<file path="src/design/ple_pkg.sv">
`timescale 1ns / 1ps
// ----------------------------------------------------------------------------
// ple_pkg: shared constants for the positional list engine
// Default sizes, field widths, command codes and status codes.
// ----------------------------------------------------------------------------
package ple_pkg;

    // default sizes
    localparam int DEF_CAPACITY    = 16;
    localparam int DEF_VALUE_WIDTH = 32;

    // request and result field widths
    localparam int CMD_W    = 3;
    localparam int POS_W    = 5;
    localparam int DATA_W   = 32;
    localparam int STATUS_W = 2;
    localparam int COUNT_W  = 5;

    // packed stream widths, padded to whole bytes
    localparam int IN_TDATA_W  = 40;
    localparam int OUT_TDATA_W = 40;

    // command codes
    localparam logic [CMD_W-1:0] CMD_ADD_FRONT     = 3'd0;
    localparam logic [CMD_W-1:0] CMD_ADD_REAR      = 3'd1;
    localparam logic [CMD_W-1:0] CMD_REMOVE_FRONT  = 3'd2;
    localparam logic [CMD_W-1:0] CMD_REMOVE_REAR   = 3'd3;
    localparam logic [CMD_W-1:0] CMD_REMOVE_AT     = 3'd4;
    localparam logic [CMD_W-1:0] CMD_INSERT_BEFORE = 3'd5;

    // status codes
    localparam logic [STATUS_W-1:0] ST_OK        = 2'd0;
    localparam logic [STATUS_W-1:0] ST_UNDERFLOW = 2'd1;
    localparam logic [STATUS_W-1:0] ST_RANGE     = 2'd2;
    localparam logic [STATUS_W-1:0] ST_FULL      = 2'd3;

endpackage

</file>
<file path="src/design/positional_list_engine.sv">
`timescale 1ns / 1ps
// ----------------------------------------------------------------------------
// positional_list_engine: ordered list with positional insert and delete
// Keeps up to CAPACITY signed values in a single-port-style memory and
// moves elements one slot at a time under a small sequencer.
// ----------------------------------------------------------------------------
// Usage:
//   Requests arrive on s_tvalid/s_tready/s_tdata: command, 1-based position
//   and value. Each request gives exactly one result on m_tvalid/m_tready/
//   m_tdata: removed value, status and element count after the request.
//   A request that fails or carries an unused command goes through the check
//   state straight to the result hand-off; an insert at slot s first shifts
//   every element from slot s onward one slot toward the rear, and a removal
//   at slot s shifts every element behind it one slot toward the front. Each
//   moved element costs one registered memory read and one write.
//   s_tready is high only while the sequencer waits for a request, so a new
//   request is taken only after the previous result has left the sequencer.
//   A result waits in the output register while the receiver stalls; the
//   next request is taken and worked on meanwhile, and its result holds in
//   the sequencer until the output register is free.
//   Reset empties the list at once (no clearing pass); list contents are
//   only read below the current length.
// ----------------------------------------------------------------------------
module positional_list_engine #(
    parameter int CAPACITY    = ple_pkg::DEF_CAPACITY,
    parameter int VALUE_WIDTH = ple_pkg::DEF_VALUE_WIDTH
) (
    input  logic                            clk,
    input  logic                            rst_n,
    // request: command [2:0], position [7:3], value [39:8]
    input  logic                            s_tvalid,
    output logic                            s_tready,
    input  logic [ple_pkg::IN_TDATA_W-1:0]  s_tdata,
    // result: removed_value [31:0], status [33:32], count [38:34], zero [39]
    output logic                            m_tvalid,
    input  logic                            m_tready,
    output logic [ple_pkg::OUT_TDATA_W-1:0] m_tdata
);
    import ple_pkg::*;

    localparam int IDX_W = (CAPACITY > 1) ? $clog2(CAPACITY) : 1;
    localparam int LEN_W = $clog2(CAPACITY + 1);
    localparam int CMP_W = ((LEN_W > POS_W) ? LEN_W : POS_W) + 1;
    localparam int EXT_W = (VALUE_WIDTH > DATA_W) ? VALUE_WIDTH : DATA_W;

    typedef enum logic [3:0] {
        S_IDLE,
        S_CHECK,
        S_INS_RD,
        S_INS_WR,
        S_INS_PUT,
        S_REM_RD0,
        S_REM_GET,
        S_REM_RD,
        S_REM_WR,
        S_PUSH
    } state_t;

    state_t                 state_reg, state_next;
    logic [CMD_W-1:0]       cmd_reg, cmd_next;
    logic [POS_W-1:0]       pos_reg, pos_next;
    logic [VALUE_WIDTH-1:0] val_reg, val_next;
    logic [LEN_W-1:0]       len_reg, len_next;
    logic [LEN_W-1:0]       slot_reg, slot_next;
    logic [LEN_W-1:0]       cursor_reg, cursor_next;
    logic [DATA_W-1:0]      removed_reg, removed_next;
    logic [STATUS_W-1:0]    status_reg, status_next;
    logic                   out_valid_reg, out_valid_next;
    logic [DATA_W-1:0]      out_removed_reg, out_removed_next;
    logic [STATUS_W-1:0]    out_status_reg, out_status_next;
    logic [COUNT_W-1:0]     out_count_reg, out_count_next;

    // list storage
    logic [VALUE_WIDTH-1:0] mem [CAPACITY];
    logic [VALUE_WIDTH-1:0] rd_data_reg;
    logic [IDX_W-1:0]       rd_addr;
    logic [IDX_W-1:0]       wr_addr;
    logic [VALUE_WIDTH-1:0] wr_data;
    logic                   wr_en;

    // shared cursor arithmetic
    logic [LEN_W-1:0]       cur_dec;
    logic [LEN_W:0]         cur_inc;
    logic [LEN_W:0]         cur_inc2;
    logic [CMP_W-1:0]       pos_ext;
    logic [CMP_W-1:0]       len_ext;
    logic [CMP_W-1:0]       pos_dec;
    logic                   is_empty;
    logic                   is_full;
    logic signed [VALUE_WIDTH-1:0] rd_signed;
    logic signed [EXT_W-1:0]       rd_ext;

    // length minus one
    function automatic logic [LEN_W-1:0] cur_len_dec();
        return len_reg - LEN_W'(1);
    endfunction

    assign cur_dec  = cursor_reg - LEN_W'(1);
    assign cur_inc  = {1'b0, cursor_reg} + (LEN_W + 1)'(1);
    assign cur_inc2 = {1'b0, cursor_reg} + (LEN_W + 1)'(2);
    assign pos_ext  = CMP_W'(pos_reg);
    assign len_ext  = CMP_W'(len_reg);
    assign pos_dec  = pos_ext - CMP_W'(1);
    assign is_empty = (len_reg == '0);
    assign is_full  = (len_ext >= CMP_W'(CAPACITY));
    assign rd_signed = rd_data_reg;
    assign rd_ext    = EXT_W'(rd_signed);

    // stream ports
    assign s_tready = (state_reg == S_IDLE);
    assign m_tvalid = out_valid_reg;
    assign m_tdata  = {1'b0, out_count_reg, out_status_reg, out_removed_reg};

    // memory address and write control
    always_comb
    begin
        rd_addr = '0;
        wr_addr = cursor_reg[IDX_W-1:0];
        wr_data = rd_data_reg;
        wr_en   = 1'b0;
        unique case (state_reg)
            S_INS_RD:  rd_addr = cur_dec[IDX_W-1:0];
            S_INS_WR:  wr_en = 1'b1;
            S_INS_PUT:
            begin
                wr_en   = 1'b1;
                wr_addr = slot_reg[IDX_W-1:0];
                wr_data = val_reg;
            end
            S_REM_RD0: rd_addr = slot_reg[IDX_W-1:0];
            S_REM_RD:  rd_addr = cur_inc[IDX_W-1:0];
            S_REM_WR:  wr_en = 1'b1;
            default:   ;
        endcase
    end

    // list memory, registered read
    always_ff @(posedge clk)
    begin
        if (wr_en)
        begin
            mem[wr_addr] <= wr_data;
        end
        rd_data_reg <= mem[rd_addr];
    end

    // sequencer next state
    always_comb
    begin
        state_next       = state_reg;
        cmd_next         = cmd_reg;
        pos_next         = pos_reg;
        val_next         = val_reg;
        len_next         = len_reg;
        slot_next        = slot_reg;
        cursor_next      = cursor_reg;
        removed_next     = removed_reg;
        status_next      = status_reg;
        out_valid_next   = out_valid_reg;
        out_removed_next = out_removed_reg;
        out_status_next  = out_status_reg;
        out_count_next   = out_count_reg;

        // output register drains independently
        if (out_valid_reg && m_tready)
        begin
            out_valid_next = 1'b0;
        end

        unique case (state_reg)
            S_IDLE:
            begin
                if (s_tvalid)
                begin
                    cmd_next   = s_tdata[CMD_W-1:0];
                    pos_next   = s_tdata[CMD_W +: POS_W];
                    val_next   = VALUE_WIDTH'($unsigned(s_tdata[CMD_W+POS_W +: DATA_W]));
                    state_next = S_CHECK;
                end
            end

            S_CHECK:
            begin
                removed_next = '0;
                status_next  = ST_OK;
                state_next   = S_PUSH;
                unique case (cmd_reg)
                    CMD_ADD_FRONT, CMD_ADD_REAR:
                    begin
                        if (is_full)
                        begin
                            status_next = ST_FULL;
                        end
                        else
                        begin
                            slot_next   = (cmd_reg == CMD_ADD_FRONT) ? '0 : len_reg;
                            cursor_next = len_reg;
                            state_next  = (cmd_reg == CMD_ADD_FRONT && !is_empty)
                                          ? S_INS_RD : S_INS_PUT;
                        end
                    end
                    CMD_REMOVE_FRONT, CMD_REMOVE_REAR:
                    begin
                        if (is_empty)
                        begin
                            status_next = ST_UNDERFLOW;
                        end
                        else
                        begin
                            slot_next  = (cmd_reg == CMD_REMOVE_FRONT) ? '0 : cur_len_dec();
                            state_next = S_REM_RD0;
                        end
                    end
                    CMD_REMOVE_AT:
                    begin
                        if (is_empty)
                        begin
                            status_next = ST_UNDERFLOW;
                        end
                        else if (pos_reg == '0 || pos_ext > len_ext)
                        begin
                            status_next = ST_RANGE;
                        end
                        else
                        begin
                            slot_next  = pos_dec[LEN_W-1:0];
                            state_next = S_REM_RD0;
                        end
                    end
                    CMD_INSERT_BEFORE:
                    begin
                        if (pos_reg == '0 || pos_dec > len_ext)
                        begin
                            status_next = ST_RANGE;
                        end
                        else if (is_full)
                        begin
                            status_next = ST_FULL;
                        end
                        else
                        begin
                            slot_next   = pos_dec[LEN_W-1:0];
                            cursor_next = len_reg;
                            state_next  = (len_ext > pos_dec) ? S_INS_RD : S_INS_PUT;
                        end
                    end
                    default: ;
                endcase
            end

            // shift toward the rear, one element per read/write pair
            S_INS_RD:  state_next = S_INS_WR;
            S_INS_WR:
            begin
                cursor_next = cur_dec;
                state_next  = (cur_dec > slot_reg) ? S_INS_RD : S_INS_PUT;
            end
            S_INS_PUT:
            begin
                len_next   = len_reg + LEN_W'(1);
                state_next = S_PUSH;
            end

            // take the element, then shift toward the front
            S_REM_RD0:
            begin
                cursor_next = slot_reg;
                state_next  = S_REM_GET;
            end
            S_REM_GET:
            begin
                removed_next = rd_ext[DATA_W-1:0];
                if (cur_inc < {1'b0, len_reg})
                begin
                    state_next = S_REM_RD;
                end
                else
                begin
                    len_next   = cur_len_dec();
                    state_next = S_PUSH;
                end
            end
            S_REM_RD:  state_next = S_REM_WR;
            S_REM_WR:
            begin
                cursor_next = cur_inc[LEN_W-1:0];
                if (cur_inc2 < {1'b0, len_reg})
                begin
                    state_next = S_REM_RD;
                end
                else
                begin
                    len_next   = cur_len_dec();
                    state_next = S_PUSH;
                end
            end

            // hand the result to the output register once it is free
            S_PUSH:
            begin
                if (!out_valid_reg || m_tready)
                begin
                    out_valid_next   = 1'b1;
                    out_removed_next = removed_reg;
                    out_status_next  = status_reg;
                    out_count_next   = COUNT_W'(len_reg);
                    state_next       = S_IDLE;
                end
            end

            default: state_next = S_IDLE;
        endcase
    end

    // sequencer state and registered outputs
    always_ff @(posedge clk or negedge rst_n)
    begin
        if (!rst_n)
        begin
            state_reg       <= S_IDLE;
            len_reg         <= '0;
            out_valid_reg   <= 1'b0;
            out_removed_reg <= '0;
            out_status_reg  <= ST_OK;
            out_count_reg   <= '0;
        end
        else
        begin
            state_reg       <= state_next;
            len_reg         <= len_next;
            out_valid_reg   <= out_valid_next;
            out_removed_reg <= out_removed_next;
            out_status_reg  <= out_status_next;
            out_count_reg   <= out_count_next;
        end
    end

    // payload registers
    always_ff @(posedge clk)
    begin
        cmd_reg         <= cmd_next;
        pos_reg         <= pos_next;
        val_reg         <= val_next;
        slot_reg        <= slot_next;
        cursor_reg      <= cursor_next;
        removed_reg     <= removed_next;
        status_reg      <= status_next;
    end

endmodule
</file>
<file path="config.mk">
export PLATFORM = sky130hd
export DESIGN_NAME = positional_list_engine
export DESIGN_NICKNAME = d
export VERILOG_FILES = /design/src/design/ple_pkg.sv /design/src/design/positional_list_engine.sv
export SDC_FILE = /design/constraint.sdc
export NUM_CORES = 1
export LEC_CHECK = 0
export BUFFER_PORTS_ARGS = -buffer_cell sky130_fd_sc_hd__buf_2
export CORE_MARGIN = 1
export CORE_UTILIZATION = 50
export CTS_BUF_LIST = sky130_fd_sc_hd__clkbuf_4 sky130_fd_sc_hd__clkbuf_8
export DETAILED_ROUTE_END_ITERATION = 10
export PLACE_DENSITY = 0.69
export SLEW_MARGIN = 20
export SYNTH_ARGS = -nofsm -noshare
export SYNTH_HDL_FRONTEND = slang
export SYNTH_SLANG_ARGS = --single-unit
export TNS_END_PERCENT = 30
</file>
<file path="constraint.sdc">
create_clock -name clk -period 3.1 [get_ports clk]
set_input_delay 0.465 -clock clk [delete_from_list [all_inputs] [get_ports clk]]
set_output_delay 0.465 -clock clk [all_outputs]
set_load 0.01 [all_outputs]
</file>
; Word-level counts from Yosys, hierarchy flattened
; Memories as Yosys holds them, arrays and structs flattened. A register that Yosys moved wholly into a read port is not among the register bits.
; Index checks and enable logic that the tools add are counted.
[classes]
addsub = 6
n_eq_ne = 26
n_lt_le_gt_ge = 7
n_reduce_logical = 24
n_mux = 47
[op_table]
columns = op, count
row1 = 32-bit case mux with 2 select lines, 1
row2 = 5-bit two-way mux, 12
row3 = 4-bit two-way mux, 11
row4 = 4-bit case mux with 10 select lines, 1
row5 = 5-bit case mux with 4 select lines, 2
row6 = 32-bit two-way mux, 1
row7 = "2-bit inequality test, second input constant", 10
row8 = "4-bit by 3-bit equality test with 1-bit output, second input constant", 4
row9 = 4-bit case mux with 4 select lines, 1
row10 = 5-bit case mux with 3 select lines, 1
row11 = 6-bit by 5-bit less-than comparator with 1-bit output, 2
row12 = 4-bit case mux with 3 select lines, 1
row13 = 5-bit greater-than comparator, 2
row14 = 5-bit logical NOT, 2
row15 = 5-bit case mux with 2 select lines, 1
row16 = "5-bit by 1-bit subtractor with 5-bit output, second input constant", 2
row17 = 3-bit two-way mux, 3
row18 = "4-bit by 2-bit equality test with 1-bit output, second input constant", 2
row19 = "4-bit equality test, second input constant", 2
row20 = 2-bit two-way mux, 4
row21 = 2-bit case mux with 4 select lines, 1
row22 = 8-bit AND reduction, 1
row23 = 4-bit nonzero test, 2
row24 = 1-bit two-way mux, 7
row25 = other kinds (24), 34
[word_totals]
regBits = 133
memories = 1
inputBits = 44
out_inout_bits = 42
word_cells = 124
ramBits = 512
[memory_table]
columns = memory, depth, width, read_ports, rd_ports_with_merged_regs, write_ports, line
row1 = mem, 16, 32, 1, 1, 1, positional_list_engine.sv:74  ; logic [VALUE_WIDTH-1:0] mem [CAPACITY];

; Depth between registers and ports, before layout
; Gate-level depths: netlist of the first run.
[depth]
depth_word = 7
depth_mapped = 11
mapped_depth_nobuf = 11

; Least setup slack after synthesis of the first run
; Ideal clock, no wire load.
[synth_path]
path_kind = flip-flop to flip-flop
start = reg state_reg[2]
end = mem mem[13][0] in the netlist's numbering, enable pin
path_buffers = 3
slack_ps = -227
period_less_slack_ps = 3327
setup_time_ps = 421
arrival_time_ps = 2906
required_ps = 2679
path_stages_with_launch = 8
path_cell_list = dfrtp_1 buf_2 clkbuf_1 nand2_1 nor3_1 clkbuf_1 a31oi_1 nor2_1
[synth_via]
elab_chain_cells = 5
elab_cells_between_ends = 8
cone_classes = 3 x eq/ne / 4 x mux / 1 x reduce/logical
[synth_rtl]
columns = element, line
row1 = "start, declared", positional_list_engine.sv:59  ; state_t state_reg, state_next;
row2 = "start signal, assigned", positional_list_engine.sv:329  ; state_reg <= state_next;
row3 = 4-bit equality test (tied with other cells), positional_list_engine.sv:121  ; unique case (state_reg)
row4 = 3-bit OR reduction (no line), n/a
row5 = 1-bit two-way mux, positional_list_engine.sv:121
row6 = 1-bit two-way mux, positional_list_engine.sv:140  ; if (wr_en)
row7 = 1-bit two-way mux (not written as such), positional_list_engine.sv:142  ; mem[wr_addr] <= wr_data;
row8 = "end, declared", positional_list_engine.sv:74
; Several ways; a longest one is shown, not always the timed one.

; Worst setup path after layout of the first run
[layout_path]
start = reg cursor_reg[1]
end = reg rd_data_reg[15], read port of mem
[layout_via]
elab_chain_cells = 2
elab_cells_between_ends = 3
cone_classes = 2 x add/sub / 1 x mux
[layout_rtl]
columns = element, line
row1 = "start, declared", positional_list_engine.sv:65  ; logic [LEN_W-1:0] cursor_reg, cursor_next;
row2 = "start signal, assigned", positional_list_engine.sv:345  ; cursor_reg <= cursor_next;
row3 = 5-bit by 1-bit adder with 6-bit output / 5-bit by 1-bit subtractor with 5-bit output (equally long branches), "positional_list_engine.sv:99, positional_list_engine.sv:98"
row4 = 4-bit case mux with 3 select lines *, positional_list_engine.sv:121
row5 = "end, declared", positional_list_engine.sv:75  ; logic [VALUE_WIDTH-1:0] rd_data_reg;
; Mark *: on every way between the ends. The rest lies on a longest branch, timed or not.
; A chain may end at the register's enable or synchronous reset.

==> reports/results.ini, run 1 <==
[timing]
setup_viol = 0
hold_viol_final = 0
timing.final.ws_setup_ns = 0.257
worst_pin_slew_ns = 0.979
clock_skew_ns = 0.0264
max_freq_ghz = 0.352
rsz0062_at_grt = false
maxSlewHeadroom_pct = 34.4
fin_crit_ns = 2.84
final-max-slew-violation-count = 0
timing.hold.ws_ns = 0.117
finalCritPeriodShare_pct = 91.7

[cts]
cts-root-buf = clkbuf_8
clockBufferDepth = 3
cts_tree = done
cts_inserted_buffers = 107
cts_sinks = 677
clk_latency_ns = 0.69
cts-htree-levels = 3
path_clk_slew_ns = 0.06

[cells_and_area]
fin_area_um2 = 32100
area_growth_pct = 16.6
n_fill_cell = 4082
drive_above_1_share_pct = 20.5
largest_reg_flops = 512
fin_nets = 2252
utilization_pct = 59.4
top_register = mem

[placed_design]
io_buffers = 84
gp_congestion = 0.907
placed_area_um2 = 29500
place_ws_ns = 0.233
place_hpwl_um = 36000

[die]
dieArea_um2 = 56100
io_pins = 86
die_y_um = 237
start_util_pct = 50.9
fp.dieW_um = 237
fp.coreArea_um2 = 54100
rows = 85

[setup_path]
crit_slowest_cell = ha_1
crit_type = reg -> reg
critPathLaunchType = flip-flop
cp.required_ns = 3.65
cp_cell_sequence = inv_1, ha_1, mux2i_1, o32ai_4, buf_4, buf_6, a221oi_1, nor3_1, a31oi_1
max_stage_delay_ns = 0.47
worstPathArrival_ns = 3.39
worst_setup_path_end_kind = flip-flop
worstPathMaxFanout = 50

[yosys]
synth_edf_count = 596
yosys.area.top_type = edfxtp_1
syn_avg_cell_area_um2 = 13.9
synthArstFlopShare_pct = 7.24
synth.top_cell.area_share_pct = 64.9
seq_area_frac_synth_pct = 71.7
synth_commonest_cells = 596 x edfxtp_1, 451 x nand2_1, 145 x a21oi_1
synth.most_common_cell = edfxtp_1
synthesis.area_um2 = 27600
synthCells = 1982
synth.distinct_cells = 63
synth_nets = 2062
synth.top_cells.by_area = edfxtp_1 65%, nand2_1 6.1%, dfrtp_1 4.4%
ys_warn_count = 0
ys_seq_elements = 677
ys.flop_type = edfxtp_1

[grt]
grt_pass1_vias = 17147
grt_usage_pct = 23.2
antenna_found_initial = 3
grt_overflow = 0
grt_max_degree = 101
grt_first_pass_wirelength_um = 99100

[detailed_routing]
drt_first_iter_violations = 1762
vias = 17391
drc = 0
via_per_inst = 5.88
finalWirelength_um = 64900
drt_pass1_iterations = 5
wl_per_cell_um = 21.9
ant_nets = 0

[power]
fin_total_pwr_uw = 29700
p_leak_uw = 0.0120
power.density_nw_per_um2 = 924
ir_drop_mv = 0.400

[outcome]
status = complete, no violations

[job]
maxCapViolations = 0

[min_path]
hold_path_class = in -> reg

==> path summary, 6_finish.rpt <==
| check | to | depth (start not counted) | from | slack (ns) |
|---|---|---|---|---|
| max | rd_data_reg[15] | 9 | cursor_reg[1] | 0.26 |
| min | state_reg[0] | 4 | s_tvalid | 0.12 |
| max reg2reg | rd_data_reg[15] | 9 | cursor_reg[1] | 0.26 |
| min reg2reg | out_removed_reg[22] | 1 | removed_reg[22] | 0.47 |
| max in group asynchronous | out_removed_reg[23] | 3 | rst_n | 1.87 |
| min in group asynchronous | out_count_reg[3] | 2 | rst_n | 0.39 |
==> routing by layer <==
layer	up-vias	wire [um]	track usage [%]
met1	8661	27000	31.9
li1	7843	-	-
met3	120	5140	3.73
met4	0	1440	8.19
met2	767	31300	37.6
met5	-	0	0
==> final cells by class <==
class / count / area [um2] / share of cell area [%]
diodes: 1 / 2.50 / 0.00779
flip-flops and latches: 677 / 19800 / 61.5
clock buffers: 164 / 2000 / 6.22
clock inverters: 33 / 211 / 0.658
inverters: 25 / 93.8 / 0.292
multi-input cells: 1152 / 7290 / 22.7
well taps: 696 / 871 / 2.71
repair buffers: 209 / 1910 / 5.94
==> cells in the final DEF, fill, tap and decap left out, types with 5 or more instances in the layout <==
cell | netlist | routed
edfxtp_1 | 596 | 596
a221oi_1 | 27 | 27
nand2b_1 | 6 | 6
dfrtp_1 | 49 | 48
mux2i_1 | 68 | 68
buf_12 | 0 | 34
clkinv_1 | 0 | 8
buf_4 | 11 | 48
nor3_1 | 44 | 43
and2_1 | 36 | 35
o21ai_0 | 28 | 28
a31oi_1 | 39 | 39
nand2_1 | 451 | 449
xnor2_1 | 12 | 12
nor2b_1 | 8 | 8
buf_2 | 56 | 84
inv_1 | 25 | 25
nor2_1 | 34 | 18
nand3_1 | 11 | 10
and3_1 | 6 | 6
nor2_4 | 0 | 16
clkbuf_8 | 0 | 123
mux2_2 | 35 | 35
a32oi_1 | 65 | 65
a221oi_2 | 37 | 37
clkinv_2 | 0 | 22
ha_1 | 36 | 36
a211oi_1 | 5 | 5
dfxtp_1 | 32 | 32
a21oi_1 | 145 | 145
xor2_1 | 5 | 5
clkbuf_4 | 0 | 41
dlygate4sd3_1 | 0 | 41
==> worst max-delay path, delay by kind of cell, from the launching register on <==
| family | cells | cell delay (ns) |
|---|---|---|
| multiplexers | 1 | 0.16 |
| AO/OA/AOI/OAI | 3 | 0.55 |
| flip-flops | 1 | 0.45 |
| buffers and inverters | 3 | 0.81 |
| AND/OR/NAND/NOR | 1 | 0.22 |
| adder cells (fa/ha/maj) | 1 | 0.47 |
==> cells by family (layout without fill, tap and decap cells) <==
group / Yosys count / after routing / share of synthesized area [%]
flops: 677 / 677 / 71.7
simple gates: 617 / 617 / 9.47
compound gates: 378 / 378 / 10.2
buf+inv: 153 / 431 / 2.57
mux: 103 / 103 / 3.90
fa+ha+maj: 36 / 36 / 1.63
xor+xnor: 17 / 17 / 0.540
other cells: 1 / 2 / 0.0136
==> what timing repair did <==
action | 4_1_cts | 5_1_grt
setup endpoints to repair | 0 | 3
hold buffers | 41 | 0
resized for setup | 0 | 2
buffers inserted | 0 | 2
hold endpoints to repair | 68 | 0
==> where the power goes <==
group / total [uW] / leakage [uW] / switching (uW) / internal [uW]
Sequential: 13400 / 0.00629 / 697 / 12700
Combinational: 8600 / 0.00452 / 5700 / 2900
Clock: 7680 / 0.00121 / 3400 / 4280
Total: 29700 / 0.0120 / 9800 / 19900
==> stage by stage <==
step / std cells / setup TNS, ns
3_5_place_dp: 2715 / 0
5_1_grt: 2957 / 0
3_3_place_gp: 2715 / 0
4_1_cts: 2953 / 0
2_1_floorplan: 1982 / -113.20
6_report: 2957 / 0
Power figures use the tool's default switching activity.
==> inputs of run 2 (changes only) <==
Settings changed: CELL_PAD_IN_SITES_DETAIL_PLACEMENT from default to 0, CELL_PAD_IN_SITES_GLOBAL_PLACEMENT from default to 1, CORE_UTILIZATION 50 to 49, PLACE_DENSITY 0.69 to default, PLACE_DENSITY_LB_ADDON from default to 0.1.
==> reports/results.ini, run 2 (synthesis results as in run 1) <==
[die]
rows = 86  ; was 85
start_util_pct = 49.8  ; was 50.9%
die_y_um = 239  ; was 237 um
fp.dieW_um = 239  ; was 237 um
io_pins = 86  ; unchanged
fp.coreArea_um2 = 55300  ; was 54100 um2
dieArea_um2 = 57200  ; was 56100 um2

[cells_and_area]
fin_area_um2 = 32500  ; was 32100 um2
utilization_pct = 58.8  ; was 59.4%
final_common_cell = edfxtp_1  ; unchanged
largest_reg_flops = 512  ; unchanged
final_cell_mix = 596 x edfxtp_1, 449 x nand2_1, 145 x a21oi_1  ; unchanged
fin_nets = 2276  ; was 2252
top_register = mem  ; unchanged
area_growth_pct = 17.9  ; was 16.6%
drive_above_1_share_pct = 21.2  ; was 20.5%

[timing]
rsz0062_at_grt = false  ; unchanged
timing.hold.ws_ns = 0.145  ; was 0.117 ns
worst_pin_slew_ns = 1.09  ; was 0.979 ns
maxSlewHeadroom_pct = 27.1  ; was 34.4%
finalSetupTns_ns = 0  ; unchanged
max_freq_ghz = 0.349  ; was 0.352 GHz
hold_viol_final = 0  ; unchanged
final-max-slew-violation-count = 0  ; unchanged
clock_skew_ns = 0.0513  ; was 0.0264 ns
fin_crit_ns = 2.86  ; was 2.84 ns
finalCritPeriodShare_pct = 92.4  ; was 91.7%
setup_viol = 0  ; unchanged

[detailed_routing]
dr_wl_met2_um = 32300  ; was 31300 um
drt_first_iter_violations = 1401  ; was 1762
finalWirelength_um = 68400  ; was 64900 um
vias = 17266  ; was 17391
wl_met3_um = 3570  ; was 5140 um
top_layer_used = met4  ; unchanged
wl_met1_um = 31300  ; was 27000 um
drc = 0  ; unchanged
drt_pass1_iterations = 5  ; unchanged
wl_per_cell_um = 22.5  ; was 21.9 um
ant_nets = 0  ; unchanged
via_per_inst = 5.68  ; was 5.88

[cts]
cts_setup_buffers = 0  ; unchanged
cts_sinks = 677  ; unchanged
cts-htree-levels = 3  ; unchanged
clockBufferDepth = 3  ; unchanged
cts_inserted_buffers = 111  ; was 107
cts_tree = done  ; unchanged
clk_latency_ns = 0.72  ; was 0.69 ns
path_clk_slew_ns = 0.06  ; about the same
cts-root-buf = clkbuf_8  ; unchanged

[job]
maxCapViolations = 0  ; unchanged

[grt]
grt_usage_pct = 24.3  ; was 23.2%
grt_overflow = 0  ; unchanged
grt_max_degree = 55  ; was 101
grt_pass1_vias = 16992  ; was 17147
antenna_found_initial = 1  ; was 3
grt_first_pass_wirelength_um = 103000  ; was 99100 um

[setup_path]
critPathLaunch = cursor_reg[1]  ; unchanged
reg2reg_from = cursor_reg[1]  ; unchanged
crit_type = reg -> reg  ; unchanged
worstPathMaxFanout = 40  ; was 50
critPathLaunchType = flip-flop  ; unchanged
cp.required_ns = 3.74  ; was 3.65 ns
crit_slowest_cell = ha_2  ; was ha_1
cp_cell_sequence = inv_1, ha_2, mux2i_1, o32ai_4, buf_12, buf_12, a21oi_1, a221oi_1, nor3_1, a31oi_1  ; was inv_1, ha_1, mux2i_1, o32ai_4, buf_4, buf_6, a221oi_1, nor3_1, a31oi_1
worst_setup_path_end_kind = flip-flop  ; unchanged
max_stage_delay_ns = 0.45  ; was 0.47 ns
timing.critical_path.mode_cell = buf_12
worstPathArrival_ns = 3.50  ; was 3.39 ns

[placed_design]
placed_area_um2 = 29700  ; was 29500 um2
place_hpwl_um = 39400  ; was 36000 um
gp_congestion = 0.847  ; was 0.907
io_buffers = 84  ; unchanged

[power]
p_leak_uw = 0.0122  ; was 0.0120 uW
power.density_nw_per_um2 = 931  ; was 924 nW/um2
ir_drop_mv = 0.409  ; was 0.400 mV
fin_total_pwr_uw = 30300  ; was 29700 uW

[outcome]
status = complete, no violations  ; unchanged

[min_path]
hold_start = s_tvalid  ; unchanged
hold_path_class = in -> reg  ; unchanged

run 2: what timing repair did:
item | CTS | global route
hold endpoints to repair | 64 | 0
hold buffers | 41 | 0
endpoints found under the setup margin | 0 | 7
gates resized for setup | 0 | 2
run 2: final timing paths:
check	endpoint	cells after the start	slack (ns)
worst max-delay path	rd_data_reg[1]	10	0.24
worst min-delay path	state_reg[0]	4	0.15
worst max register to register	rd_data_reg[1]	10	0.24
worst min register to register	out_count_reg[3]	2	0.47
max in group asynchronous	len_reg[3]	3	2.06
min in group asynchronous	out_removed_reg[21]	2	0.38
run 2: area by class of cell:
cell class	count	area (um2)
Fill cell	4447	22800
Timing Repair Buffer	229	2060
Inverter	25	93.8
Multi-Input combinational cell	1152	7290
Clock inverter	32	235
Sequential cell	677	19800
Tap cell	748	936
Antenna cell	1	2.50
Clock buffer	178	2120
run 2: critical path: cells and delay by family (launching register included):
kind	cells	cell delay, ns
AOI/OAI and AO/OA	4	1.00
muxes	1	0.13
adders and majority gates	1	0.45
DFF	1	0.44
and+or+nand+nor	1	0.08
buffers and inverters	3	0.65
run 2: power by group:
part           switching [uW]  internal (uW)  total (uW)
combinational            5850           3020        8880
clock                    3480           4580        8060
sequential                616          12700       13300
run 2: routing by layer:
metal  vias up  track usage (%)
li1       7893                -
met1      8776             34.6
met3       104             4.37
met4         0             6.39
met2       493             38.5
met5         -                0
run 2: stage by stage:
stage                     cells  worst slack, ns
final                      3042            0.237
after global routing       3042           0.0394
after CTS                  3040            0.213
after detailed placement   2789            0.197
after global placement     2789            0.256
after floorplan            1982           -0.227
